## src/rtl/core/assert_macros.svh

```systemverilog
// Assertion macros shared by the convolution core.
// Needs nothing else; include it in files that hold concurrent checks.
`ifndef ASSERT_MACROS_SVH
`define ASSERT_MACROS_SVH

// Check a property on every rising edge, off while reset is asserted.
`define C3ZP_ASSERT(lbl, clk, rst_n, prop, msg) \
	lbl: assert property (@(posedge clk) disable iff (!rst_n) (prop)) else $error(msg);

// Check that a condition never holds at a rising edge outside reset.
`define C3ZP_NEVER(lbl, clk, rst_n, cond, msg) \
	lbl: assert property (@(posedge clk) disable iff (!rst_n) !(cond)) else $error(msg);

`endif

```

## src/rtl/core/c3zp_pkg.sv

```systemverilog
// Shared constants, types and helpers of the 3x3 zero-padded convolution core.
// No dependencies; the core modules and interfaces refer to it by scoped names.
package c3zp_pkg;

	localparam int MAX_WIDTH   = 2048;
	localparam int MAX_HEIGHT  = 2048;
	localparam int KERNEL_SIZE = 3;

	localparam int PIX_W     = 8;
	localparam int SIZE_W    = 12;
	localparam int COL_W     = $clog2(MAX_WIDTH);
	localparam int ROW_W     = $clog2(MAX_HEIGHT);
	localparam int IN_ROW_W  = 12;
	localparam int WGT_W     = 16;
	localparam int COEF_W    = KERNEL_SIZE * WGT_W;
	localparam int PROD_W    = PIX_W + 1 + WGT_W;
	localparam int CSUM_W    = PROD_W + 2;
	localparam int VALUE_W   = 28;
	localparam int DATA_W    = 64;
	localparam int ADDR_W    = 6;
	localparam int REG_IDX_W = 3;
	localparam int LS_W      = 2 * PIX_W;

	localparam logic [REG_IDX_W-1:0] REG_WIDTH       = 3'd0;
	localparam logic [REG_IDX_W-1:0] REG_HEIGHT      = 3'd1;
	localparam logic [REG_IDX_W-1:0] REG_COEF_TOP    = 3'd2;
	localparam logic [REG_IDX_W-1:0] REG_COEF_MIDDLE = 3'd3;
	localparam logic [REG_IDX_W-1:0] REG_COEF_BOTTOM = 3'd4;

	localparam logic [SIZE_W-1:0] WIDTH_RESET  = 12'd640;
	localparam logic [SIZE_W-1:0] HEIGHT_RESET = 12'd480;
	// +1.0 left, 0 middle, -1.0 right
	localparam logic [COEF_W-1:0] COEF_RESET   = 48'hFF00_0000_0100;

	typedef logic [KERNEL_SIZE-1:0][PIX_W-1:0] column_t;
	typedef logic [KERNEL_SIZE-1:0][WGT_W-1:0] wcol_t;

	typedef struct packed {
		logic [SIZE_W-1:0]                                   width;
		logic [SIZE_W-1:0]                                   height;
		logic [KERNEL_SIZE-1:0][KERNEL_SIZE-1:0][WGT_W-1:0] coef;   // [row][col]
	} cfg_t;

	typedef struct packed {
		logic top;
		logic bottom;
		logic left;
		logic right;
	} bound_t;

	typedef struct packed {
		logic [COL_W-1:0] col;
		logic             res;
		bound_t           bnd;
		logic             last;
	} pos_t;

	typedef struct packed {
		logic                   shift;
		logic                   mul_en;
		logic                   sum_en;
		logic [KERNEL_SIZE-1:0] kill;
	} cell_ctrl_t;

	function automatic logic [SIZE_W-1:0] clamp_size(input logic [SIZE_W-1:0] v,
		input logic [SIZE_W-1:0] maxv);
		logic [SIZE_W-1:0] r;
		if (v == '0) begin
			r = SIZE_W'(1);
		end else if (v > maxv) begin
			r = maxv;
		end else begin
			r = v;
		end
		return r;
	endfunction

endpackage

```

## src/rtl/core/c3zp_scan.sv

```systemverilog
// Raster position tracking: input column/row, output column/row, edge flags.
// Depends on c3zp_pkg and assert_macros.svh.
`include "assert_macros.svh"

module c3zp_scan (
	input  logic           clk,
	input  logic           arst_n,
	input  logic           accept,
	input  c3zp_pkg::cfg_t cfg,
	output c3zp_pkg::pos_t pos
);

	logic [c3zp_pkg::COL_W-1:0]    in_col_q;
	logic [c3zp_pkg::IN_ROW_W-1:0] in_row_q;
	logic [c3zp_pkg::COL_W-1:0]    out_col_q;
	logic [c3zp_pkg::ROW_W-1:0]    out_row_q;
	logic                          in_wrap;

	assign in_wrap = (c3zp_pkg::SIZE_W'(in_col_q) + c3zp_pkg::SIZE_W'(1)) >= cfg.width;

	always_comb begin
		pos.col        = in_col_q;
		pos.res        = (in_row_q >= c3zp_pkg::IN_ROW_W'(2))
			|| (in_row_q == c3zp_pkg::IN_ROW_W'(1) && in_col_q != '0);
		pos.bnd.top    = out_row_q == '0;
		pos.bnd.bottom = (c3zp_pkg::SIZE_W'(out_row_q) + c3zp_pkg::SIZE_W'(1)) >= cfg.height;
		pos.bnd.left   = out_col_q == '0;
		pos.bnd.right  = (c3zp_pkg::SIZE_W'(out_col_q) + c3zp_pkg::SIZE_W'(1)) >= cfg.width;
		pos.last       = pos.bnd.bottom && pos.bnd.right;
	end

	always_ff @(posedge clk or negedge arst_n) begin
		if (!arst_n) begin
			in_col_q  <= '0;
			in_row_q  <= '0;
			out_col_q <= '0;
			out_row_q <= '0;
		end else if (accept) begin
			if (pos.res && pos.last) begin
				// last result of the frame: start over at pixel zero
				in_col_q  <= '0;
				in_row_q  <= '0;
				out_col_q <= '0;
				out_row_q <= '0;
			end else begin
				if (in_wrap) begin
					in_col_q <= '0;
					if (in_row_q != '1) begin
						in_row_q <= in_row_q + c3zp_pkg::IN_ROW_W'(1);
					end
				end else begin
					in_col_q <= in_col_q + c3zp_pkg::COL_W'(1);
				end
				if (pos.res) begin
					if (pos.bnd.right) begin
						out_col_q <= '0;
						out_row_q <= out_row_q + c3zp_pkg::ROW_W'(1);
					end else begin
						out_col_q <= out_col_q + c3zp_pkg::COL_W'(1);
					end
				end
			end
		end
	end

	`C3ZP_ASSERT(a_frame_restart, clk, arst_n, accept && pos.res && pos.last |=> in_col_q == '0 && in_row_q == '0 && out_col_q == '0 && out_row_q == '0, "position not cleared after frame end")

endmodule

```

## config.mk

```make
export PLATFORM = sky130hd
export DESIGN_NAME = c3zp_scan
export DESIGN_NICKNAME = d
export VERILOG_FILES = /design/src/rtl/core/c3zp_pkg.sv /design/src/rtl/core/c3zp_scan.sv
export VERILOG_INCLUDE_DIRS = /design/src /design/src/rtl/core
export SDC_FILE = /design/constraint.sdc
export NUM_CORES = 1
export LEC_CHECK = 0
export BUFFER_PORTS_ARGS = -buffer_cell sky130_fd_sc_hd__buf_2
export CAP_MARGIN = 20
export CELL_PAD_IN_SITES_DETAIL_PLACEMENT = 1
export CELL_PAD_IN_SITES_GLOBAL_PLACEMENT = 2
export CORE_MARGIN = 4
export CORE_UTILIZATION = 27
export DETAILED_ROUTE_END_ITERATION = 12
export HOLD_SLACK_MARGIN = 0.12
export PLACE_DENSITY_LB_ADDON = 0.1
export SLEW_MARGIN = 10
export SYNTH_ARGS = -nofsm -noshare
export SYNTH_HDL_FRONTEND = slang
export SYNTH_SLANG_ARGS = --single-unit
```

## constraint.sdc

```tcl
create_clock -name clk -period 9.1 [get_ports clk]
set_input_delay 1.82 -clock clk [delete_from_list [all_inputs] [get_ports clk]]
set_output_delay 1.82 -clock clk [all_outputs]
set_load 0.05 [all_outputs]
```

# After elaboration in Yosys (flattened, before gate mapping)
# Cells that the tools add are included.
# totals
output_inout_bits	17
mem_count	0
word_cells	42
ff_bits	45
inputBits	171
ram_bits	0
latchBits	0
romBits	0
# classes
order_cmp	4
n_eq_ne	2
n_addsub	7
reduce_logical	14
n_bitwise	0
shift	0
mux	11
div_mod_pow	0
mul	0
# op_table
cell	count
$mux 11	8
$add 11x1->12 const B	3
$ge 12x12->1	3
$mux 12	3
$add 11x1->11 const B	3
$logic_not 11->1	2
$add 12x1->12 const B	1
$eq 12x1->1 const B	1
$ge 12x2->1 const B	1
$ne 12x12->1 const B	1
$reduce_bool 11->1	1
$reduce_bool 2->1	4
$reduce_and 3->1	2
$logic_and 1x1->1	3
$reduce_and 2->1	1
$logic_or 1x1->1	1

# Logic depth before layout (Yosys ltp)
# depth
word_depth	6
mapped_depth	14
ltp_nobuf	13

# Worst setup path after synthesis
# OpenSTA, ideal clock, no wires.
# synth_timing
kind	input port to output port
from	input port cfg[163] (netlist name)
to	output port pos[0] (netlist name)
path_slack_ns	3.765
required_ns	7.280
arrival_ns	3.515
stages	8
path_buffers	1
path_cell_list	inv_1 > ha_1 > nand2_1 > o21a_1 > o221ai_1 > a21oi_2 > clkbuf_1 > nor2_1
# synth_lines
item	line_no	rtl
from (decl)	c3zp_scan.sv:9	input c3zp_pkg::cfg_t cfg,
to (decl)	c3zp_scan.sv:10	output c3zp_pkg::pos_t pos

==> summary.txt <==
Yosys
  – Syn_nets: about 640
  – Synth warnings: 0
  – Xor/xnor share of the synthesized area: 0.0764
  – Sequential share of the synthesized area: 0.307
  – Synth Cell Area: about 3700 um2
  – EDFF count, synth: 0
  – Post-Syn Instances: 423
  – Cell variety after synth: 55
  – Leading area contributor after synthesis: dfrtp_1
  – Post-synthesis register bit count: 45
  – Synth async-reset ratio: 1.00
  – Combinational family with the most area after synthesis: simple AND/OR/NAND/NOR gates
  – Largest cells by area after synthesis: dfrtp_1, ha_1, xor2_1
  – Synthesized area per cell: 8.67 um2
  – Most used DFF post-synth: dfrtp_1
  – Simple-gate share of the synthesized area: 0.200
  – Top cells by count, synth: dfrtp_1, ha_1, inv_1
  – Post-Synth Adder-Cell Area: 0.154
  – Share of the synthesized area in the top cell type: 0.307
  – Mux contribution to synthesized area: 0.0116
  – Compound-Gate Fraction of Synth Area: 0.185

Route
  – Routed via count: 3,189
  – DR iter-0 viols: 130
  – DR WL/cell: 16.7 um
  – Initial DRT Pass Iterations: 4
  – Post-detailed-route count of antenna-violating nets: 0
  – DRC violations left: 0
  – Final WL: approximately 11,000 um
  – Via density: about 5.0

Layout
  – Final core occ: 0.314
  – Share of cells above drive strength 1: 0.139
  – # diodes: 0
  – Nets: ~680
  – Layout area overhead: 14.0%

CTS
  – Clock Sink Count: 45
  – Postcts setup bufs: 0
  – Clock latency on the worst-skew pair: about 0.3 ns
  – Post-CTS Resized: 0
  – TritonCTS clock tree: done
  – H-tree Lvls: 2
  – CTS root buf: clkbuf_16
  – Cts bufs inserted: 5
  – CTS Buffer Depth: 2
  – Worst-path clk slew: approximately 0.070 ns
  – Post-CTS Hold Buffers: 0

Floorplan
  – # IOs: ~190
  – FP Rows: between 40 and 50
  – Die Area: 15,500 um2
  – Die span in x: about 120 um
  – Core area: between 10,000 and 15,000 um2
  – Starting Density: 0.276
  – Chip height: around 120 um

GRT
  – Vias in the first global route: 3,391
  – Overall Global Routing Usage: 0.142
  – Grt ovf: 0
  – First-pass GRT wire length: around 18,000 um
  – Met2 Use GR: 0.220
  – Grt peak-use layer: met2
  – Met1 Use GR: 0.200
  – Met3 usage: 0.0253
  – Pin count of the biggest net entering global routing: 46
  – Initial antenna violation count: 0

Run
  – MaxCap Viol Count: 0

Critical path
  – Worst path most repeated cell: buf_2
  – Crit path cell chain: buf_2, inv_1, ha_1, a211oi_1, o21ai_0, a21oi_1, o21a_1, inv_2, buf_2
  – CP Capture Type: output pin
  – Worst-path cell with the longest stage delay: o21a_1
  – Top Family by Delay on Critical Path: compound AO/OA/AOI/OAI gates
  – Critical Path RT: roughly 7.3 ns
  – CP startpoint kind: input port
  – Critical path class: input port to output pin
  – R2r setup slk: between 5 and 6 ns
  – WP buf/inv: 4
  – Critical Path Max Stage Delay: about 0.49 ns
  – CP arrival: 3.86 ns
  – Peak fanout along the critical path: 12

Place
  – Placer Congestion: roughly 0.79
  – PortBufs: 43
  – DPL Wire Length: around 8000 um

STA
  – Final hold vios: 0
  – Worst Tran Pin Value: between 1 and 1.5 ns
  – Max frequency: around 0.18 GHz
  – Minimum clock period: around 5.7 ns
  – # setup viols final: 0
  – Slew headroom: 0.283
  – Worst Clk Skew: 0.00766 ns
  – Max-slew violation count: 0
  – Final setup TNS: 0 ns
  – RSZ-0062 raised after global routing: no
  – Tcrit/Tclk final: 0.624

Min path
  – Min-delay worst type: flip-flop to flip-flop

Pwr
  – VDD IR max: 99.0 uV
  – Pleak: 0.00212 uW
  – Pwr Density: 178 nW/um2

Run status
  – Status: finished, final reports clean
## worst reg2reg max path, stage by stage (launching register included)
cell and delay, ns:
dfrtp_1 0.42, ha_1 0.28, nand3_1 0.17, nor2_1 0.27
nand3_1 0.22, nor2_1 0.18, xor2_1 0.22, ha_1 0.28
a21o_1 0.16, a21oi_1 0.15, o21a_1 0.46, inv_2 0.24
nor3_2 0.50, mux2_2 0.25
## area by class of cell
class                           count  area [um2]
Fill cell                        1585        9120
Clock buffer                        7         133
Sequential cell                    45        1130
Clock inverter                      1        7.51
Multi-Input combinational cell    320        2300
Tap cell                          176         220
Inverter                           44         165
Timing Repair Buffer               45         230
## sequential cells by signal, summed over array words and instances (netlist names)
signal,count
out_col_q,11
out_row_q,11
in_col_q,11
in_row_q,12
## where the power goes
| group | internal [uW] | switching [uW] | total, uW |
|---|---|---|---|
| registers | 231 | 50.0 | 281 |
| logic | 102 | 170 | 273 |
| clock network | 103 | 89.4 | 192 |
## metal layers
metal  up-vias  routed length [um]
met4         0                 151
met3         8                 278
met1      1555                5370
li1       1592                   -
met5         -                   0
met2        34                4840
## through the flow
| stage | std cells | hold slack [ns] | power [uW] | instance area [um2] | setup slack (ns) |
|---|---|---|---|---|---|
| 2_1_floorplan | 423 | 0.512 | 480 | 3670 | 3.76 |
| 3_3_place_gp | 630 | 0.550 | 556 | 4040 | 3.34 |
| 3_5_place_dp | 630 | 0.565 | 563 | 4040 | 3.36 |
| 4_1_cts | 638 | 0.583 | 762 | 4180 | 3.37 |
| 5_1_grt | 638 | 0.620 | 807 | 4180 | 3.22 |
| 6_report | 638 | 0.564 | 745 | 4180 | 3.42 |
## cells by family after synthesis
logic type / count (synthesis)
AND/OR/NAND/NOR: 143
flip-flops: 45
buffers and inverters: 58
multiplexers: 4
XOR/XNOR: 32
AO/OA/AOI/OAI: 96
adder cells (fa/ha/maj): 45
## path summary, 6_finish.rpt
| path | start | endpoint | depth (start not counted) |
|---|---|---|---|
| worst max register to register | out_row_q[1] | out_row_q[0] | 13 |
| worst min-delay path | out_col_q[7] | out_col_q[7] | 2 |
| min in group asynchronous | arst_n | out_col_q[8] | 2 |
| worst min register to register | out_col_q[7] | out_col_q[7] | 2 |
| max in group asynchronous | arst_n | in_row_q[4] | 2 |
| worst max-delay path | cfg[146] | pos[3] | 9 |
## cells in the final DEF, fill, tap and decap left out, drive strengths merged, types with 4 or more instances in the layout
cell type and count:
nand4 4, o2bb2ai 7, a22o 15, nor2b 6, nor4 10, a21oi 18, o21ai 20, a31oi 4
buf 45, xnor2 12, inv 44, o211ai 4, nand2 37, nand3 23, clkbuf 7, nor3 14
ha 45, nor2 22, dfrtp 45, and3 15, xor2 20
(Power assumes the default switching activity.)
