$ cat config.mk
export PLATFORM = sky130hd
export DESIGN_NAME = c3zp_regs
export DESIGN_NICKNAME = d
export VERILOG_FILES = /design/src/rtl/core/assert_macros.svh /design/src/rtl/core/c3zp_pkg.sv /design/src/rtl/core/c3zp_regs.sv
export SDC_FILE = /design/constraint.sdc
export NUM_CORES = 1
export LEC_CHECK = 0
export BUFFER_PORTS_ARGS = -buffer_cell sky130_fd_sc_hd__buf_2
export CAP_MARGIN = 20
export CELL_PAD_IN_SITES_DETAIL_PLACEMENT = 0
export CELL_PAD_IN_SITES_GLOBAL_PLACEMENT = 1
export CORE_MARGIN = 3
export CORE_UTILIZATION = 35
export CTS_BUF_LIST = sky130_fd_sc_hd__clkbuf_8
export DETAILED_ROUTE_END_ITERATION = 10
export GPL_TIMING_DRIVEN = 0
export HOLD_SLACK_MARGIN = 0.05
export PLACE_DENSITY = 0.74
export SLEW_MARGIN = 20
export SYNTH_ARGS = -nofsm -noshare
export SYNTH_HDL_FRONTEND = slang
export SYNTH_SLANG_ARGS = --single-unit
$ cat constraint.sdc
create_clock -name clk -period 3.1 [get_ports clk]
set_clock_uncertainty 0.2 [all_clocks]
set_input_delay 0.62 -clock clk [delete_from_list [all_inputs] [get_ports clk]]
set_output_delay 0.62 -clock clk [all_outputs]
set_load 0.01 [all_outputs]
$ cat src/rtl/core/assert_macros.svh
// Assertion macros shared by the convolution core.
// Needs nothing else; include it in files that hold concurrent checks.
`ifndef ASSERT_MACROS_SVH
`define ASSERT_MACROS_SVH

// Check a property on every rising edge, off while reset is asserted.
`define C3ZP_ASSERT(lbl, clk, rst_n, prop, msg) \
	lbl: assert property (@(posedge clk) disable iff (!rst_n) (prop)) else $error(msg);

// Check that a condition never holds at a rising edge outside reset.
`define C3ZP_NEVER(lbl, clk, rst_n, cond, msg) \
	lbl: assert property (@(posedge clk) disable iff (!rst_n) !(cond)) else $error(msg);

`endif

$ cat src/rtl/core/c3zp_pkg.sv
// Shared constants, types and helpers of the 3x3 zero-padded convolution core.
// No dependencies; the core modules and interfaces refer to it by scoped names.
package c3zp_pkg;

	localparam int MAX_WIDTH   = 2048;
	localparam int MAX_HEIGHT  = 2048;
	localparam int KERNEL_SIZE = 3;

	localparam int PIX_W     = 8;
	localparam int SIZE_W    = 12;
	localparam int COL_W     = $clog2(MAX_WIDTH);
	localparam int ROW_W     = $clog2(MAX_HEIGHT);
	localparam int IN_ROW_W  = 12;
	localparam int WGT_W     = 16;
	localparam int COEF_W    = KERNEL_SIZE * WGT_W;
	localparam int PROD_W    = PIX_W + 1 + WGT_W;
	localparam int CSUM_W    = PROD_W + 2;
	localparam int VALUE_W   = 28;
	localparam int DATA_W    = 64;
	localparam int ADDR_W    = 6;
	localparam int REG_IDX_W = 3;
	localparam int LS_W      = 2 * PIX_W;

	localparam logic [REG_IDX_W-1:0] REG_WIDTH       = 3'd0;
	localparam logic [REG_IDX_W-1:0] REG_HEIGHT      = 3'd1;
	localparam logic [REG_IDX_W-1:0] REG_COEF_TOP    = 3'd2;
	localparam logic [REG_IDX_W-1:0] REG_COEF_MIDDLE = 3'd3;
	localparam logic [REG_IDX_W-1:0] REG_COEF_BOTTOM = 3'd4;

	localparam logic [SIZE_W-1:0] WIDTH_RESET  = 12'd640;
	localparam logic [SIZE_W-1:0] HEIGHT_RESET = 12'd480;
	// +1.0 left, 0 middle, -1.0 right
	localparam logic [COEF_W-1:0] COEF_RESET   = 48'hFF00_0000_0100;

	typedef logic [KERNEL_SIZE-1:0][PIX_W-1:0] column_t;
	typedef logic [KERNEL_SIZE-1:0][WGT_W-1:0] wcol_t;

	typedef struct packed {
		logic [SIZE_W-1:0]                                   width;
		logic [SIZE_W-1:0]                                   height;
		logic [KERNEL_SIZE-1:0][KERNEL_SIZE-1:0][WGT_W-1:0] coef;   // [row][col]
	} cfg_t;

	typedef struct packed {
		logic top;
		logic bottom;
		logic left;
		logic right;
	} bound_t;

	typedef struct packed {
		logic [COL_W-1:0] col;
		logic             res;
		bound_t           bnd;
		logic             last;
	} pos_t;

	typedef struct packed {
		logic                   shift;
		logic                   mul_en;
		logic                   sum_en;
		logic [KERNEL_SIZE-1:0] kill;
	} cell_ctrl_t;

	function automatic logic [SIZE_W-1:0] clamp_size(input logic [SIZE_W-1:0] v,
		input logic [SIZE_W-1:0] maxv);
		logic [SIZE_W-1:0] r;
		if (v == '0) begin
			r = SIZE_W'(1);
		end else if (v > maxv) begin
			r = maxv;
		end else begin
			r = v;
		end
		return r;
	endfunction

endpackage

$ cat src/rtl/core/c3zp_regs.sv
// APB-style configuration registers: frame size and three rows of kernel weights.
// Depends on c3zp_pkg.
module c3zp_regs (
	input  logic                          clk,
	input  logic                          arst_n,
	input  logic                          psel,
	input  logic                          penable,
	input  logic                          pwrite,
	input  logic [c3zp_pkg::ADDR_W-1:0]   paddr,
	input  logic [c3zp_pkg::DATA_W-1:0]   pwdata,
	output logic [c3zp_pkg::DATA_W-1:0]   prdata,
	output logic                          pready,
	output c3zp_pkg::cfg_t                cfg
);

	logic [c3zp_pkg::SIZE_W-1:0]    width_q;
	logic [c3zp_pkg::SIZE_W-1:0]    height_q;
	logic [c3zp_pkg::COEF_W-1:0]    coef_q [c3zp_pkg::KERNEL_SIZE];
	logic [c3zp_pkg::REG_IDX_W-1:0] idx;
	logic                           wr;

	assign idx    = paddr[c3zp_pkg::ADDR_W-1:3];
	assign wr     = psel && penable && pwrite;
	assign pready = 1'b1;

	always_ff @(posedge clk or negedge arst_n) begin
		if (!arst_n) begin
			width_q  <= c3zp_pkg::WIDTH_RESET;
			height_q <= c3zp_pkg::HEIGHT_RESET;
			for (int r = 0; r < c3zp_pkg::KERNEL_SIZE; r++) begin
				coef_q[r] <= c3zp_pkg::COEF_RESET;
			end
		end else if (wr) begin
			unique case (idx)
				c3zp_pkg::REG_WIDTH:       width_q   <= pwdata[c3zp_pkg::SIZE_W-1:0];
				c3zp_pkg::REG_HEIGHT:      height_q  <= pwdata[c3zp_pkg::SIZE_W-1:0];
				c3zp_pkg::REG_COEF_TOP:    coef_q[0] <= pwdata[c3zp_pkg::COEF_W-1:0];
				c3zp_pkg::REG_COEF_MIDDLE: coef_q[1] <= pwdata[c3zp_pkg::COEF_W-1:0];
				c3zp_pkg::REG_COEF_BOTTOM: coef_q[2] <= pwdata[c3zp_pkg::COEF_W-1:0];
				default: ;
			endcase
		end
	end

	always_comb begin
		prdata = '0;
		unique case (idx)
			c3zp_pkg::REG_WIDTH:       prdata = c3zp_pkg::DATA_W'(width_q);
			c3zp_pkg::REG_HEIGHT:      prdata = c3zp_pkg::DATA_W'(height_q);
			c3zp_pkg::REG_COEF_TOP:    prdata = c3zp_pkg::DATA_W'(coef_q[0]);
			c3zp_pkg::REG_COEF_MIDDLE: prdata = c3zp_pkg::DATA_W'(coef_q[1]);
			c3zp_pkg::REG_COEF_BOTTOM: prdata = c3zp_pkg::DATA_W'(coef_q[2]);
			default:                   prdata = '0;
		endcase
	end

	// Clamp sizes to 1..max; split each row into its three weights.
	always_comb begin
		cfg.width  = c3zp_pkg::clamp_size(width_q, c3zp_pkg::SIZE_W'(c3zp_pkg::MAX_WIDTH));
		cfg.height = c3zp_pkg::clamp_size(height_q, c3zp_pkg::SIZE_W'(c3zp_pkg::MAX_HEIGHT));
		for (int r = 0; r < c3zp_pkg::KERNEL_SIZE; r++) begin
			for (int c = 0; c < c3zp_pkg::KERNEL_SIZE; c++) begin
				cfg.coef[r][c] = coef_q[r][c*c3zp_pkg::WGT_W +: c3zp_pkg::WGT_W];
			end
		end
	end

endmodule

### Word-level counts from Yosys, hierarchy flattened

Index checks and enable logic that the tools add are counted.

* register bits after elaboration: 168
* input port bits: 75
* output and inout bits: 233
* word-level logic and storage cells: 26

* order comparisons: 2
* equal/unequal tests: 4
* muxes and demuxes: 5
* reductions and logical operators: 10

Operators by type and width (count)
* case mux 48 bit (5 select lines): 1
* 2-to-1 mux 12 bit: 4
* > comparator 12 bit (second input constant): 2
* zero test 12 bit: 2
* AND reduction 2 bit: 5
* == test 3 x 2 -> 1 bit (second input constant): 2
* == test 3 x 1 -> 1 bit (second input constant): 1
* == test 3 bit (second input constant): 1
* zero test 3 bit: 1
* logical AND 1 bit: 2

### Logic depth before layout (Yosys ltp)

* depth in word-level cells: 3
* depth in mapped cells: 6
* depth with buffers taken out: 3

### Worst setup path after synthesis

OpenSTA, ideal clock, no wires.

* kind: in2out
* start: input port paddr[3] (netlist bit)
* end: output port prdata[13] (netlist bit)
* arrival: 1.656 ns
* required time: 2.280 ns
* slack: 0.624 ns
* stages: 5
* path buffers: 3
* cell sequence: buf_2 buf_2 buf_2 mux2i_1 o21ai_0

* cells in the longest elaborated chain, start to end: 2
* elaborated cells on any way between the ends: 6
* those cells by class: eq/ne: 4; mux: 1; reduce/logical: 1

RTL lines
* start: declaration: line c3zp_regs.sv:9 `input logic [c3zp_pkg::ADDR_W-1:0] paddr,`
* == test 3 bit, or another cell as far along: line c3zp_regs.sv:47 `unique case (idx)`
* case mux 48 bit (5 select lines) *: line c3zp_regs.sv:47
* end: declaration: line c3zp_regs.sv:11 `output logic [c3zp_pkg::DATA_W-1:0] prdata,`

Every way passes the cells marked *; elsewhere a longest branch is shown, timed or not.

### Worst setup path in the final report

* start: input port paddr[3] (netlist bit)
* end: output port prdata[0] (netlist bit)

The elaborated chain is that of the path after synthesis.

==> flow_summary.yaml <==
die:
  dieHeight_um: 156
  start_util_pct: 35.9
  die_area_sq_um: 24300
  rows: 54
  io_pins: 308
  die_w_um: 156
  core_area_sq_um: 22000
clock_tree:
  h-tree-depth: 4
  clk_pin_slew_ps: 100
  cts_num_sinks: 168
  cts_buffers: 17
  cts_root_buf: "clkbuf_8"
  clk_latency_ps: 450
  cts.path.max_buffers: 2
  cts_tree: "yes"
logic_synthesis:
  yosysWarnings: 0
  postSynthCellCount: 606
  async_reset_ff_share_pct: 100
  synthTopCellsByCount: "mux2_2, dfrtp_1, nand2_1"
  synth-edff-count: 0
  ys_ff_latch: 168
  ys_seq_area_share_pct: 53.9
  synth_ff_type: "dfrtp_1"
  synthesis.area_sq_um: 7870
  netlist.top_cell.by_area: "dfrtp_1"
  synth_most_common_cell: "mux2_2"
  synth_cell_types: 27
  ys_top_cells_by_area: "dfrtp_1, mux2_2, dfstp_2"
  synth_top_area_share_pct: 42.9
  post_synth.cell_area_avg_sq_um: 13.0
layout:
  drive_gt1_share_pct: 59.3
  n_fill_cell: 2099
  nets: 990
  syn2layout_area_growth_pct: 29.2
setup_path:
  path_cells: "buf_2 -> buf_2 -> clkbuf_4 -> mux2_2 -> a21oi_1 -> o22ai_1 -> buf_2"
  worstSetupEndpointType: "output pin"
  critical_path_arrival_ps: 2180
  cp_slowest_stage_delay_ps: 370
  cp_common_cell: "buf_2"
  startpoint_type: "input port"
  cp.required_ps: 2280
  worst-setup-path-type: "input port to output pin"
  worst-r2r-setup-slack_ps: 1790
  cp_max_fo: 10
  cpMaxStageDelayCell: "mux2_2"
sta:
  holdWs_ps: 199
  fmax_mhz: 334
  grt_setup_unrepaired: "no"
  setup_viol: 0
  tightest_slew_ps: 585
  final_max_slew_viol_count: 0
  maxSlewHeadroom_pct: 61.0
  period_minus_slack_ps: 3000
  hold_violations: 0
  fin_ws_ps: 104
  period_share_pct: 96.6
global_route:
  grt_pass1_vias: 6312
  grt_first_pass_wirelength_um: 37700
  antenna_found_initial: 3
  overflow: 0
  grt_start_max_net_pins: 98
  grt_usage_pct: 20.0
run_status:
  status: "complete, no violations"
drt:
  ant_nets: 0
  via_count: 6099
  drt_iter0_drc: 250
  avgViaCountPerCell: 5.04
  wire_per_inst_um: 20.3
  drt-total-wl_um: 24600
  drc_errors: 0
  drt-pass1-iter-count: 6
power_and_ir_drop:
  ir_drop_uv: 284
  p_comb_share_pct: 26.3
  switching_share_pct: 32.4
  clkPwrFrac_pct: 26.8
  powerDensity_nw_per_um2: 640
  internal-power_mw: 4.40
  power_switching_mw: 2.11
  p_leak_nw: 5.15
  seq_power_share_pct: 46.9
place:
  gp_congestion: 0.823
  dp.final_hpwl_um: 18100
  dp_slack_ps: -184
  portBuffers: 271
hold_path:
  hold_path.class: "input port to flop"
flow_run:
  drv_cap: 0
## flip-flops by register name (all words and copies together) (netlist names)
name      count
cfg         144
height_q     12
width_q      12
## timing repair
| action | CTS | global route |
|---|---|---|
| hold buffers | 1 | 0 |
| setup buffers | 2 | 0 |
| endpoints found under the setup margin | 28 | 35 |
| resized for setup | 7 | 11 |
| hold endpoints to repair | 60 | 0 |
## layout by cell type, fill, tap and decap left out, types with 2 or more instances in the layout
master     synthesis  routed
dfrtp_1          135     135
mux2_1            20      20
buf_6              2       2
conb_1             2      17
a22oi_1           12      12
clkbuf_8           0      19
o22ai_1           12      12
nor2b_1           22      22
nor3b_1           13      13
a21oi_1           12      12
mux2i_1           36      36
buf_2             19     285
o21ai_0           36      36
clkbuf_2           0       7
diode_2            0       2
clkinv_4           0       3
inv_6              0       3
clkbuf_1          17      10
nand2_1           37      37
a31oi_1            2       2
mux2_2           160     160
nor4_1             4       4
bufinv_16          0       3
inv_8              0       3
nor2_1             5       5
buf_4             20      26
dfstp_2           33      33
## path summary, 6_finish.rpt
path | start | end | cells past startpoint
worst max-delay path | paddr[3] | prdata[0] | 7
worst min-delay path | pwdata[27] | cfg[123] | 2
worst max register to register | width_q[11] | width_q[11] | 2
worst min register to register | cfg[125] | cfg[125] | 1
max in group asynchronous | arst_n | cfg[143] | 3
min in group asynchronous | arst_n | cfg[98] | 2
## cell families (layout without fill, tap and decap cells)
kind of cell | count (synthesis) | count (layout) | synth area share (%)
AOI/OAI and AO/OA | 74 | 74 | 5.31
other | 2 | 19 | 0.0954
muxes | 216 | 216 | 30.3
and+or+nand+nor | 87 | 87 | 6.09
buffers and inverters | 59 | 366 | 4.26
DFF | 168 | 168 | 53.9
## worst max-delay path: cells and delay by family
family | cells | cell delay, ps
compound gates | 2 | 280
buf+inv | 4 | 900
mux | 1 | 370
## cell type report
class / count / area (sq um) / area share [%]
multi-input cells: 394 / 3350 / 32.9
clock inverters: 13 / 181 / 1.78
clock buffers: 19 / 262 / 2.57
flip-flops and latches: 168 / 4250 / 41.7
plain buffers: 59 / 358 / 3.52
well taps: 280 / 350 / 3.45
repair buffers: 275 / 1420 / 14.0
diodes: 2 / 5.00 / 0.0492
## metrics by stage
| step | total power, mW | instances | setup TNS [ps] | instance area (sq um) | utilization, % |
|---|---|---|---|---|---|
| after floorplan | 3.93 | 621 | 0 | 7930 | - |
| after global placement | 4.78 | 1172 | -211240 | 9640 | 43.9 |
| after detailed placement | 4.82 | 1173 | -1790 | 9670 | 44.1 |
| after CTS | 6.58 | 1208 | 0 | 10200 | 46.2 |
| after global routing | 6.88 | 1209 | 0 | 10200 | 46.3 |
| final | 6.51 | 1210 | 0 | 10200 | 46.3 |
## routing by layer
metal  wire length (um)  GRT usage [%]  vias up
li1                   -              -     2762
met1              10600           25.8     3054
met2              11600           32.7      253
met3               2110           6.77       26
met4                284           4.67        4
met5                 25              0        -
## power groups by stage
stage / logic, mW / registers, mW / clock network (mW)
6_report: 1.71 / 3.05 / 1.74
5_1_grt: 1.87 / 3.12 / 1.89
4_1_cts: 1.73 / 3.06 / 1.79
3_5_place_dp: 1.72 / 3.10 / 0
3_3_place_gp: 1.70 / 3.08 / 0
2_1_floorplan: 0.754 / 3.18 / 0
Power figures use the tool's default switching activity.
