`src/rtl/core/assert_macros.svh`:
```
// Assertion macros shared by the convolution core.
// Needs nothing else; include it in files that hold concurrent checks.
`ifndef ASSERT_MACROS_SVH
`define ASSERT_MACROS_SVH

// Check a property on every rising edge, off while reset is asserted.
`define C3ZP_ASSERT(lbl, clk, rst_n, prop, msg) \
	lbl: assert property (@(posedge clk) disable iff (!rst_n) (prop)) else $error(msg);

// Check that a condition never holds at a rising edge outside reset.
`define C3ZP_NEVER(lbl, clk, rst_n, cond, msg) \
	lbl: assert property (@(posedge clk) disable iff (!rst_n) !(cond)) else $error(msg);

`endif

```
`src/rtl/core/c3zp_pkg.sv`:
```
// Shared constants, types and helpers of the 3x3 zero-padded convolution core.
// No dependencies; the core modules and interfaces refer to it by scoped names.
package c3zp_pkg;

	localparam int MAX_WIDTH   = 2048;
	localparam int MAX_HEIGHT  = 2048;
	localparam int KERNEL_SIZE = 3;

	localparam int PIX_W     = 8;
	localparam int SIZE_W    = 12;
	localparam int COL_W     = $clog2(MAX_WIDTH);
	localparam int ROW_W     = $clog2(MAX_HEIGHT);
	localparam int IN_ROW_W  = 12;
	localparam int WGT_W     = 16;
	localparam int COEF_W    = KERNEL_SIZE * WGT_W;
	localparam int PROD_W    = PIX_W + 1 + WGT_W;
	localparam int CSUM_W    = PROD_W + 2;
	localparam int VALUE_W   = 28;
	localparam int DATA_W    = 64;
	localparam int ADDR_W    = 6;
	localparam int REG_IDX_W = 3;
	localparam int LS_W      = 2 * PIX_W;

	localparam logic [REG_IDX_W-1:0] REG_WIDTH       = 3'd0;
	localparam logic [REG_IDX_W-1:0] REG_HEIGHT      = 3'd1;
	localparam logic [REG_IDX_W-1:0] REG_COEF_TOP    = 3'd2;
	localparam logic [REG_IDX_W-1:0] REG_COEF_MIDDLE = 3'd3;
	localparam logic [REG_IDX_W-1:0] REG_COEF_BOTTOM = 3'd4;

	localparam logic [SIZE_W-1:0] WIDTH_RESET  = 12'd640;
	localparam logic [SIZE_W-1:0] HEIGHT_RESET = 12'd480;
	// +1.0 left, 0 middle, -1.0 right
	localparam logic [COEF_W-1:0] COEF_RESET   = 48'hFF00_0000_0100;

	typedef logic [KERNEL_SIZE-1:0][PIX_W-1:0] column_t;
	typedef logic [KERNEL_SIZE-1:0][WGT_W-1:0] wcol_t;

	typedef struct packed {
		logic [SIZE_W-1:0]                                   width;
		logic [SIZE_W-1:0]                                   height;
		logic [KERNEL_SIZE-1:0][KERNEL_SIZE-1:0][WGT_W-1:0] coef;   // [row][col]
	} cfg_t;

	typedef struct packed {
		logic top;
		logic bottom;
		logic left;
		logic right;
	} bound_t;

	typedef struct packed {
		logic [COL_W-1:0] col;
		logic             res;
		bound_t           bnd;
		logic             last;
	} pos_t;

	typedef struct packed {
		logic                   shift;
		logic                   mul_en;
		logic                   sum_en;
		logic [KERNEL_SIZE-1:0] kill;
	} cell_ctrl_t;

	function automatic logic [SIZE_W-1:0] clamp_size(input logic [SIZE_W-1:0] v,
		input logic [SIZE_W-1:0] maxv);
		logic [SIZE_W-1:0] r;
		if (v == '0) begin
			r = SIZE_W'(1);
		end else if (v > maxv) begin
			r = maxv;
		end else begin
			r = v;
		end
		return r;
	endfunction

endpackage

```
`src/rtl/core/c3zp_cell.sv`:
```
// One window column cell: holds three samples, multiplies by its column of weights
// and adds the three products. Depends on c3zp_pkg.
module c3zp_cell (
	input  logic                                 clk,
	input  logic                                 arst_n,
	input  c3zp_pkg::cell_ctrl_t                 ctrl,
	input  c3zp_pkg::column_t                    col_in,
	output c3zp_pkg::column_t                    col_out,
	input  c3zp_pkg::wcol_t                      weight,
	output logic signed [c3zp_pkg::CSUM_W-1:0]   csum
);

	c3zp_pkg::column_t                   col_q;
	logic signed [c3zp_pkg::PROD_W-1:0]  prod_d  [c3zp_pkg::KERNEL_SIZE];
	logic signed [c3zp_pkg::PROD_W-1:0]  prod_s3 [c3zp_pkg::KERNEL_SIZE];
	logic signed [c3zp_pkg::CSUM_W-1:0]  csum_d;
	logic signed [c3zp_pkg::CSUM_W-1:0]  csum_s4;

	always_ff @(posedge clk or negedge arst_n) begin
		if (!arst_n) begin
			col_q <= '0;
		end else if (ctrl.shift) begin
			col_q <= col_in;
		end
	end

	assign col_out = col_q;

	// Samples outside the frame count as zero.
	always_comb begin
		for (int r = 0; r < c3zp_pkg::KERNEL_SIZE; r++) begin
			if (ctrl.kill[r]) begin
				prod_d[r] = '0;
			end else begin
				prod_d[r] = c3zp_pkg::PROD_W'($signed({1'b0, col_q[r]}))
					* c3zp_pkg::PROD_W'($signed(weight[r]));
			end
		end
	end

	always_comb begin
		csum_d = '0;
		for (int r = 0; r < c3zp_pkg::KERNEL_SIZE; r++) begin
			csum_d = csum_d + c3zp_pkg::CSUM_W'(prod_s3[r]);
		end
	end

	always_ff @(posedge clk) begin
		if (ctrl.mul_en) begin
			prod_s3 <= prod_d;
		end
		if (ctrl.sum_en) begin
			csum_s4 <= csum_d;
		end
	end

	assign csum = csum_s4;

endmodule

```
`config.mk`:
```
export PLATFORM = sky130hd
export DESIGN_NAME = c3zp_cell
export DESIGN_NICKNAME = d
export VERILOG_FILES = /design/src/rtl/core/assert_macros.svh /design/src/rtl/core/c3zp_pkg.sv /design/src/rtl/core/c3zp_cell.sv
export SDC_FILE = /design/constraint.sdc
export NUM_CORES = 1
export LEC_CHECK = 0
export BUFFER_PORTS_ARGS = -buffer_cell sky130_fd_sc_hd__buf_4
export CAP_MARGIN = 5
export CORE_MARGIN = 5
export CORE_UTILIZATION = 29
export CTS_BUF_LIST = sky130_fd_sc_hd__clkbuf_16
export DETAILED_ROUTE_END_ITERATION = 10
export PLACE_DENSITY = 0.47
export REMOVE_ABC_BUFFERS = 1
export SYNTH_ARGS = -nofsm -noshare
export SYNTH_HDL_FRONTEND = slang
export SYNTH_SLANG_ARGS = --single-unit
```
`constraint.sdc`:
```
create_clock -name clk -period 7.3 [get_ports clk]
set_input_delay 0.73 -clock clk [delete_from_list [all_inputs] [get_ports clk]]
set_output_delay 0.73 -clock clk [all_outputs]
set_load 0.005 [all_outputs]
```
== Word level (Yosys, flattened, before mapping) ==
Cells that the tools add are included.
W data, S select, Z words.
Operators by class
  $mul: 3
  shift-type cells: 0
  order comparisons: 0
  mux-type cells: 0
  divide/modulo/power cells: 0
  reduce and logical (&&, ||, !) cells: 0
  equality and inequality tests: 0
  bitwise operators: 0
  add/sub/neg operators: 2
Operators with widths (count)
  $mul A9 B16 Y25: 3
  $add A26 B25 Y27: 1
  $add A25 B25 Y26: 1
Word-level totals
  input bits: 80
  memory bits (writable): 0
  memory bits (read-only): 0
  bits in latches: 0
  memories kept: 0
  logic and storage cells: 12
  register bits: 126
  output and inout bits: 51

== Longest topological paths before layout ==
Gate-level depths: netlist of run 1.
  word-level depth: 2
  depth in mapped cells: 20
  depth with buffers taken out: 18

== Worst setup path before layout of run 1 ==
No wires, ideal clock.
  kind: register -> register
  start point: register col_q (netlist bit col_out[8])
  end point: register prod_s3[48] in the netlist's numbering, data pin
  path slack: 2.185 ns
  library setup time: 0.260 ns
  buffers on the path: 2
  period minus slack after synthesis: 5.115 ns
  data arrival time: 4.855 ns
  stages on the path, launching flop included: 19
  required time: 7.040 ns
  cell sequence: dfrtp_1 clkbuf_1 clkbuf_1 nand2_1 fa_1 inv_1 fa_1 fa_1 inv_1 fa_1 inv_1 ha_1 a21o_1 a211oi_1 a31o_2 o21bai_1 a21o_1 a221oi_1 mux2_2
On the way
  longest elaborated chain between the ends: 1
RTL lines
  from (decl): line c3zp_cell.sv:13  | c3zp_pkg::column_t col_q;
  from (signal assigned): line c3zp_cell.sv:23  | col_q <= col_in;
  $mul A9 B16 Y25: line c3zp_cell.sv:36  | * c3zp_pkg::PROD_W'($signed(weight[r]));
  to (signal assigned): line c3zp_cell.sv:50  | prod_s3 <= prod_d;
  to (decl): line c3zp_cell.sv:15  | logic signed [c3zp_pkg::PROD_W-1:0] prod_s3 [c3zp_pkg::KERNEL_SIZE];
Every way passes these cells.
A chain may end at the register's enable or synchronous reset.

== Worst setup path in the final report of run 1 ==
  start point: register col_q (netlist bit col_out[8])
  end point: register prod_s3[47] in the netlist's numbering, data pin
Same word-level chain as after synthesis.

==> results of run 1 <==
## final cells by class
class                           count  area, sq um
Multi-Input combinational cell   1459        14410
Sequential cell                   126         3664
Clock inverter                     15        188.9
Clock buffer                       17        425.4
Tap cell                          882         1104
Timing Repair Buffer              130        975.9
Fill cell                        7167        45980
Inverter                          460         1727
## per-stage QoR
stage	instance area, sq um	cells	setup WS (ps)
2_1_floorplan	19800	2045	2330
3_3_place_gp	21880	3057	1960
3_5_place_dp	21880	3057	1909
4_1_cts	22490	3089	1885
5_1_grt	22490	3089	1546
6_report	22490	3089	1937
## worst max-delay path, delay by kind of cell, from the launching register on
family | cells | cell delay [ps]
AO/OA/AOI/OAI | 5 | 1140
adder cells (fa/ha/maj) | 5 | 2420
buffers and inverters | 3 | 140
flip-flops | 1 | 770
multiplexers | 1 | 350
AND/OR/NAND/NOR | 2 | 280
## registers in the layout, indices dropped and copies added (netlist names)
register and count:
col_out 24, csum 27, prod_s3 75
## worst max-delay path by stage
stage / to / from / cells after the start / slack, ps
after CTS: prod_s3[73]$_SDFFCE_PP0P_ / col_out[0]$_DFFE_PN0P_ / 16 / 1890
after floorplan: prod_s3[48]$_SDFFCE_PP0P_ / weight[26] / 16 / 2330
after global routing: prod_s3[73]$_SDFFCE_PP0P_ / col_out[0]$_DFFE_PN0P_ / 16 / 1550
final: prod_s3[47]$_SDFFCE_PP0P_ / col_out[8]$_DFFE_PN0P_ / 16 / 1940
after global placement: prod_s3[73]$_SDFFCE_PP0P_ / col_out[0]$_DFFE_PN0P_ / 16 / 1960
after detailed placement: prod_s3[73]$_SDFFCE_PP0P_ / col_out[0]$_DFFE_PN0P_ / 16 / 1910
## cell families after synthesis
family	Yosys count	synth area share, %
multiplexers	28	1.577
AND/OR/NAND/NOR	604	14.92
XOR/XNOR	76	3.329
flip-flops	126	18.32
buffers and inverters	512	9.630
AO/OA/AOI/OAI	244	8.035
adder cells (fa/ha/maj)	507	44.19
## layer usage
layer	global-route usage (%)	part of all wire [%]
met1	18.24	47
met2	22.68	48
met3	2.195	3.2
met4	3.109	1.5
met5	0	0.027
## layout by cell type (no fill, tap or decap), drive strengths merged, types with 4 or more instances in the layout
cell,instances
o211ai,4
a21oi,65
o21bai,9
a221oi,6
xor2,30
nand2b,12
and2,209
xnor2,46
a31oi,14
mux2,28
nor2,89
or3,5
nand4,7
clkinv,8
a21o,36
clkbuf,17
nor3,12
fa,332
ha,175
buf,130
edfxtp,102
a211oi,18
o21ai,47
o21a,13
a211o,6
and3,8
inv,463
nand2,221
dfrtp,24
nand3,13
nor2b,24
==> impl_metrics.tcl, run 1 <==
set metrics [dict create \
    detailed_place_hpwl_um 39430 \
    cts_root_buf "clkbuf_16" \
    worstReg2RegStart "col_out[8]$_DFFE_PN0P_" \
    die_x_um 272.6 \
    boundaryPins 131 \
    yosys.area.top_type_share_pct 33.24 \
    cts_resized 0 \
    crit_arrival_ps 5580 \
    gr-total-overflow 0 \
    first_global_vias 15380 \
    dr.pass1.iters 5 \
    clkSinkCount 126 \
    ys_seq_area_share_pct 18.32 \
    synthMostInstantiatedCell "inv_1" \
    grt_max_degree 76 \
    via_per_inst 4.558 \
    core_region_area_sq_um 68470 \
    finalMaxSlewViolations 0 \
    dieArea_sq_um 74300 \
    crit_path_end_kind "register" \
    grt_usage_pct 13.44 \
    crit_type "register to register" \
    drc 0 \
    synth_edf_count 102 \
    row_count 96 \
    synth_common_cells "inv_1 (460), fa_1 (332), nand2_1 (221)" \
    yosysWarningCount 0 \
    cts_max_path_buffers 2 \
    slew_headroom_pct 34.73 \
    antenna_cells 0 \
    slowest_stage "dfrtp_1" \
    finalCriticalPeriod_ps 5363 \
    portBuffers 130 \
    hold_ws_ps 195.4 \
    ff2ff_path_depth 16 \
    synth_flop_cell "edfxtp_1" \
    first_iter_violations 631 \
    worstPathRequired_ps 7510 \
    ys_top_cells_by_area "fa_1 (33%), edfxtp_1 (15%), ha_1 (11%)" \
    fin_nets 2781 \
    vias 14080 \
    synth-seq-cells 126 \
    cts_tree "done" \
    avgSynthCellArea_sq_um 9.535 \
    place.gp.congestion 0.8337 \
    holdBufCountCts 0 \
    rsz0062_at_grt "no" \
    slowest_delay_ps 770 \
    drt.antenna.violating_nets 0 \
    post-route-util_pct 32.85 \
    fmax_mhz 186.4 \
    drt_wl_total_um 47550 \
    cp_max_fo 18 \
    finalSetupTns_ps 0 \
    yosys.area.top_type "fa_1" \
    outcome "complete, no violations" \
    cap_violations 0 \
    syn_inst 2097 \
    period_share_pct 73.47 \
    cts_made_buffers 17 \
    ys_async_sr_fraction_pct 19.05 \
    worstSkewPairLatency_ps 470 \
    ys_types 56 \
    path_clk_slew_ps 70 \
    h-tree-depth 4 \
    layout-drive-gt1-share_pct 9.062 \
    final-hold-violation-count 0 \
    wl_per_cell_um 15.39 \
    path_cells "nand2_1, fa_1, inv_1, fa_1, fa_1, inv_1, fa_1, inv_1, ha_1, o21ai_0, a211oi_1, a21oi_1, o21ai_0, nand2_1, o21ai_0, mux2_2" \
    die_h_um 272.6 \
    antenna_found_initial 1 \
    crit_path_frequent_cell "fa_1" \
    grt_pass1_wl_um 80540 \
    cts_setup_buffers 0 \
    hold_path_class "input port to async pin" \
    netlist_area_sq_um 20000 \
    r2r_slack_ps 1940 \
    initial_core_util_pct 29.21 \
    max_slew.worst_pin.slew_ps 979.1 \
    cp-start-kind "register" \
    r2r-end "prod_s3[47]$_SDFFCE_PP0P_" \
    finalClockSkew_ps 17.59 \
    setup_viol 0 \
    syn2layout_area_growth_pct 12.48 \
]
Power of run 1 is not shown: default switching activity piles up to over one toggle a cycle in this logic, so the estimate is an artifact.
==> run 2: changes to the inputs <==
--- a/config.mk
+++ b/config.mk
@@ -11,7 +11,7 @@
 export CORE_UTILIZATION = 29
 export CTS_BUF_LIST = sky130_fd_sc_hd__clkbuf_16
 export DETAILED_ROUTE_END_ITERATION = 10
-export PLACE_DENSITY = 0.47
+export PLACE_DENSITY = 0.49
 export REMOVE_ABC_BUFFERS = 1
 export SYNTH_ARGS = -nofsm -noshare
 export SYNTH_HDL_FRONTEND = slang
==> constraint.sdc (replaced) <==
create_clock -name clk -period 4.71 [get_ports clk]
set_input_delay 0.471 -clock clk [delete_from_list [all_inputs] [get_ports clk]]
set_output_delay 0.471 -clock clk [all_outputs]
set_load 0.005 [all_outputs]
==> impl_metrics.tcl, run 2 (synthesis gave the netlist of run 1 again) <==
set metrics [dict create \
    outcome "complete, no violations" \
    vias 15150 \
    portBuffers 130 \
    initial_core_util_pct 29.21 \
    dieArea_sq_um 74300 \
    crit_arrival_ps 4900 \
    worstPathRequired_ps 4910 \
    clkSinkCount 126 \
    grt_usage_pct 13.66 \
    slowest_stage "fa_1" \
    syn2layout_area_growth_pct 29.97 \
    finalClockSkew_ps 23.48 \
    worstReg2RegStart "col_out[18]$_DFFE_PN0P_" \
    fmax_mhz 213.0 \
    die_x_um 272.6 \
    grt_pass1_wl_um 82750 \
    first_iter_violations 650 \
    worst_slack_ps 14.17 \
    cp_max_fo 6 \
    final-hold-violation-count 0 \
    path_clk_slew_ps 80 \
    finalCriticalPeriod_ps 4696 \
    rsz0062_at_grt "yes" \
    path_delay_family "adder cells" \
    largest_register_ffs 75 \
    layout-drive-gt1-share_pct 28.11 \
    slew_headroom_pct 34.73 \
    final_common_cell "inv_1" \
    antenna_found_initial 1 \
    via_per_inst 4.488 \
    crit_path_end_kind "register" \
    r2r_slack_ps 10 \
    slowest_delay_ps 550 \
    row_count 96 \
    gr-total-overflow 0 \
    place.gp.congestion 0.8186 \
    cap_violations 0 \
    finalMaxSlewViolations 0 \
    fill_cells 6846 \
    cp-start-kind "register" \
    cts_tree "done" \
    wl_per_cell_um 14.81 \
    regMostFlops "prod_s3" \
    first_global_vias 16350 \
    cts_made_buffers 17 \
    hold_path_class "input port to register" \
    crit_start "col_out[18]$_DFFE_PN0P_" \
    path_cells "buf_6, nand2_4, fa_1, inv_2, fa_1, ha_1, inv_2, fa_1, inv_2, ha_4, a211o_1, a21o_1, a211o_1, a21oi_2, o21ai_2, a31oi_1, mux2_1" \
    core_region_area_sq_um 68470 \
    antenna_cells 0 \
    drc 0 \
    max_slew.worst_pin.slew_ps 979.1 \
    boundaryPins 131 \
    cts_max_path_buffers 2 \
    worstSkewPairLatency_ps 470 \
    worstHoldStart "col_in[1]" \
    post-place-ws_ps -279.2 \
    drt.antenna.violating_nets 0 \
    detailed_place_hpwl_um 41450 \
    drt_wl_total_um 49990 \
    setup_viol 0 \
    final_cell_mix "inv_1 (431), buf_4 (368), fa_1 (312)" \
    fin_nets 3068 \
    dr.pass1.iters 5 \
    worst-path-buf-inv 4 \
    die_h_um 272.6 \
    cts_root_buf "clkbuf_16" \
    period_share_pct 99.70 \
    crit_type "register to register" \
    grt_max_degree 76 \
    h-tree-depth 4 \
]
run 2: changes by cell type in the layout (fill, tap and decap cells not counted), moves of 20 or more:
cell	delta
ha_1	-39
fa_2	+20
inv_1	-29
inv_2	+29
nand2_1	-26
fa_1	-20
nand2_2	+20
dfrtp_2	+21
dfrtp_1	-21
buf_6	+38
ha_4	+34
buf_4	+238
run 2: layout make-up:
type / instances / area (sq um) / area share, %
Timing Repair Buffer: 417 / 3366 / 12.95
Inverter: 460 / 1727 / 6.644
Tap cell: 882 / 1104 / 4.246
Multi-Input combinational cell: 1459 / 15470 / 59.52
Clock buffer: 17 / 425.4 / 1.637
Sequential cell: 126 / 3690 / 14.20
Clock inverter: 15 / 210.2 / 0.8088
run 2: layer usage:
metal | track usage, % | vias to the layer above | wire [um]
met5 | 0 | - | 13
met4 | 2.442 | 2 | 452
met3 | 2.142 | 30 | 1286
met2 | 23.51 | 152 | 24740
met1 | 18.49 | 7665 | 23500
li1 | - | 7304 | -
run 2: timing repair:
item                                    in CTS  in global routing
cloned                                       0                  1
setup buffers                               16                 32
hold buffers                                 1                  0
hold endpoints to repair                    24                  0
pin swaps                                   45                157
endpoints found under the setup margin      26                 34
resized for setup                           80                225
run 2: worst paths after layout:
kind,cells after the start,to
setup / recovery,17,prod_s3[19]$_SDFFCE_PP0P_
hold / removal,2,col_out[1]$_DFFE_PN0P_
setup reg to reg,17,prod_s3[19]$_SDFFCE_PP0P_
hold reg to reg,1,col_out[0]$_DFFE_PN0P_
max in group asynchronous,2,col_out[11]$_DFFE_PN0P_
min in group asynchronous,2,col_out[22]$_DFFE_PN0P_
run 2: stage by stage:
step	cells	utilization [%]	cell area [sq um]	hold slack [ps]	TNS (ps)
floorplan	2045	-	19800	175.4	-419.1
global placement	3296	34.61	23700	451.2	-3052
detailed placement	3296	34.61	23700	455.0	-3567
CTS	3344	36.12	24730	197.7	-12.92
global route	3376	37.96	25990	214.5	-1455
finish	3376	37.96	25990	233.1	0
run 2: worst reg2reg max path: stages, from the launching register on:
cell and delay [ps]:
dfrtp_2 470, buf_6 150, nand2_4 40, fa_1 550
inv_2 40, fa_1 430, ha_1 310, inv_2 40
fa_1 510, inv_2 60, ha_4 210, a211o_1 280
a21o_1 210, a211o_1 310, a21oi_2 200, o21ai_2 110
a31oi_1 190, mux2_1 340
Power of run 2 is left out for the same reason.
==> run 3: changes to the inputs <==
--- a/config.mk
+++ b/config.mk
@@ -8,10 +8,10 @@
 export BUFFER_PORTS_ARGS = -buffer_cell sky130_fd_sc_hd__buf_4
 export CAP_MARGIN = 5
 export CORE_MARGIN = 5
-export CORE_UTILIZATION = 29
+export CORE_UTILIZATION = 26
 export CTS_BUF_LIST = sky130_fd_sc_hd__clkbuf_16
 export DETAILED_ROUTE_END_ITERATION = 10
-export PLACE_DENSITY = 0.49
+export PLACE_DENSITY = 0.45
 export REMOVE_ABC_BUFFERS = 1
 export SYNTH_ARGS = -nofsm -noshare
 export SYNTH_HDL_FRONTEND = slang
==> impl_metrics.tcl, run 3 (synthesis gave the netlist of run 1 again) <==
set metrics [dict create \
    outcome "complete, but fails checks" \
    violations "negative setup slack" \
    slowest_stage "fa_1" \
    die_x_um 287.3 \
    final_cell_mix "inv_1 (454), buf_4 (366), fa_1 (320)" \
    finalCriticalPeriod_ps 4717 \
    dr.pass1.iters 5 \
    slew_headroom_pct 35.78 \
    grt_pass1_wl_um 83850 \
    via_per_inst 4.262 \
    dr_wl_met2_um 25000 \
    syn2layout_area_growth_pct 29.35 \
    max_slew.worst_pin.slew_ps 963.4 \
    grt_max_degree 76 \
    drt.antenna.violating_nets 0 \
    finalMaxSlewViolations 0 \
    period_share_pct 100.1 \
    rsz0062_at_grt "yes" \
    portBuffers 130 \
    row_count 101 \
    crit_path_frequent_cell "fa_1" \
    core_region_area_sq_um 76080 \
    path_clk_slew_ps 70 \
    slowest_delay_ps 510 \
    worstPathRequired_ps 5020 \
    crit_arrival_ps 5030 \
    crit_type "register to register" \
    gr-total-overflow 0 \
    final_common_cell "inv_1" \
    vias 14970 \
    detailed_place_hpwl_um 42600 \
    cap_violations 0 \
    path_cells "buf_6, and2_1, fa_1, fa_1, fa_1, inv_1, fa_1, inv_1, ha_4, and3_4, nand4_1, a31o_2, buf_4, or3_4, a21o_1, and3_1, nor3_2" \
    worstSkewPairLatency_ps 460 \
    cts_max_path_buffers 2 \
    drt_wl_total_um 51100 \
    path_delay_family "adder cells" \
    place.gp.congestion 0.8277 \
    wl_per_cell_um 14.55 \
    routed.top_layer "met5" \
    regMostFlops "prod_s3" \
    h-tree-depth 4 \
    final-hold-violation-count 0 \
    grt_usage_pct 12.57 \
    cts_tree "done" \
    cp-start-kind "register" \
    setup_viol 1 \
    initial_core_util_pct 26.28 \
    worst-path-buf-inv 4 \
    layout-drive-gt1-share_pct 25.71 \
    worst_slack_ps -6.824 \
    met1_length_um 24030 \
    wl_met3_um 1377 \
    antenna_found_initial 2 \
    cts_made_buffers 17 \
    dieArea_sq_um 82550 \
    drc 0 \
    first_global_vias 16200 \
    fill_cells 7922 \
    placed_area_sq_um 23900 \
    finalClockSkew_ps 17.33 \
    cts_root_buf "clkbuf_16" \
    boundaryPins 131 \
    fin_nets 3056 \
    clkSinkCount 126 \
    die_h_um 287.3 \
    fmax_mhz 212.0 \
    crit_path_end_kind "register" \
    first_iter_violations 607 \
    cp_max_fo 6 \
    largest_register_ffs 75 \
    antenna_cells 0 \
    finalInstanceArea_sq_um 25860 \
    post-route-util_pct 34.00 \
    hold_path_class "input port to register" \
]
==> run 3: cell types whose count changed in the layout (fill, tap and decap cells not counted), moves of 4 or more <==
cell	delta
fa_1	+8
fa_2	-8
ha_1	+5
a21oi_2	+6
a21oi_1	-4
buf_6	-15
inv_1	+23
inv_2	-21
and2_4	-10
and2_1	+10
==> run 3: worst paths after layout <==
path	startpoint	cells past startpoint	to	slack [ps]
max in group asynchronous	arst_n	2	col_out[9]$_DFFE_PN0P_	3840
max	col_out[11]$_DFFE_PN0P_	17	prod_s3[46]$_SDFFCE_PP0P_	-7
min in group asynchronous	arst_n	2	col_out[22]$_DFFE_PN0P_	500
max reg2reg	col_out[11]$_DFFE_PN0P_	17	prod_s3[46]$_SDFFCE_PP0P_	-7
min	col_in[3]	2	col_out[3]$_DFFE_PN0P_	240
min reg2reg	col_out[0]$_DFFE_PN0P_	1	col_out[0]$_DFFE_PN0P_	610
==> run 3: layer usage <==
layer  GRT usage (%)  vias up
li1                -     7278
met1           17.03     7472
met2           21.42      174
met3           1.990       41
met4           2.497        2
met5               0        -
==> run 3: stage by stage <==
stage / hold WS (ps) / std cells / worst slack [ps] / TNS, ps
2_1_floorplan: 175.4 / 2045 / -155.2 / -419.1
3_3_place_gp: 448.5 / 3445 / -255.2 / -3181
3_5_place_dp: 455.7 / 3445 / -300.5 / -3744
4_1_cts: 192.1 / 3489 / -39.60 / -99.53
5_1_grt: 213.3 / 3512 / -191.3 / -1531
6_report: 235.1 / 3512 / -6.824 / -6.824
==> run 3: cell type report <==
type | instances | area (sq um) | share of cell area, %
multi-input cells | 1459 | 15310 | 59.21
flip-flops and latches | 126 | 3687 | 14.26
repair buffers | 405 | 3249 | 12.56
inverters | 460 | 1727 | 6.676
well taps | 1030 | 1289 | 4.983
clock buffers | 17 | 425.4 | 1.645
clock inverters | 15 | 172.7 | 0.6676
==> run 3: timing repair <==
item,in CTS,in global routing
gates cloned,0,1
pin swaps,37,96
endpoints found under the setup margin,24,37
hold endpoints to repair,24,0
hold buffers,1,0
buffers inserted,12,22
resized for setup,86,150
==> run 3: worst reg2reg max path: stages (launching register included) <==
cell and delay, ps:
dfrtp_2 480, buf_6 150, and2_1 140, fa_1 510
fa_1 430, fa_1 490, inv_1 50, fa_1 470
inv_1 60, ha_4 310, and3_4 190, nand4_1 100
a31o_2 230, buf_4 140, or3_4 340, a21o_1 180
and3_1 170, nor3_2 130
Power of run 3 is left out for the same reason.
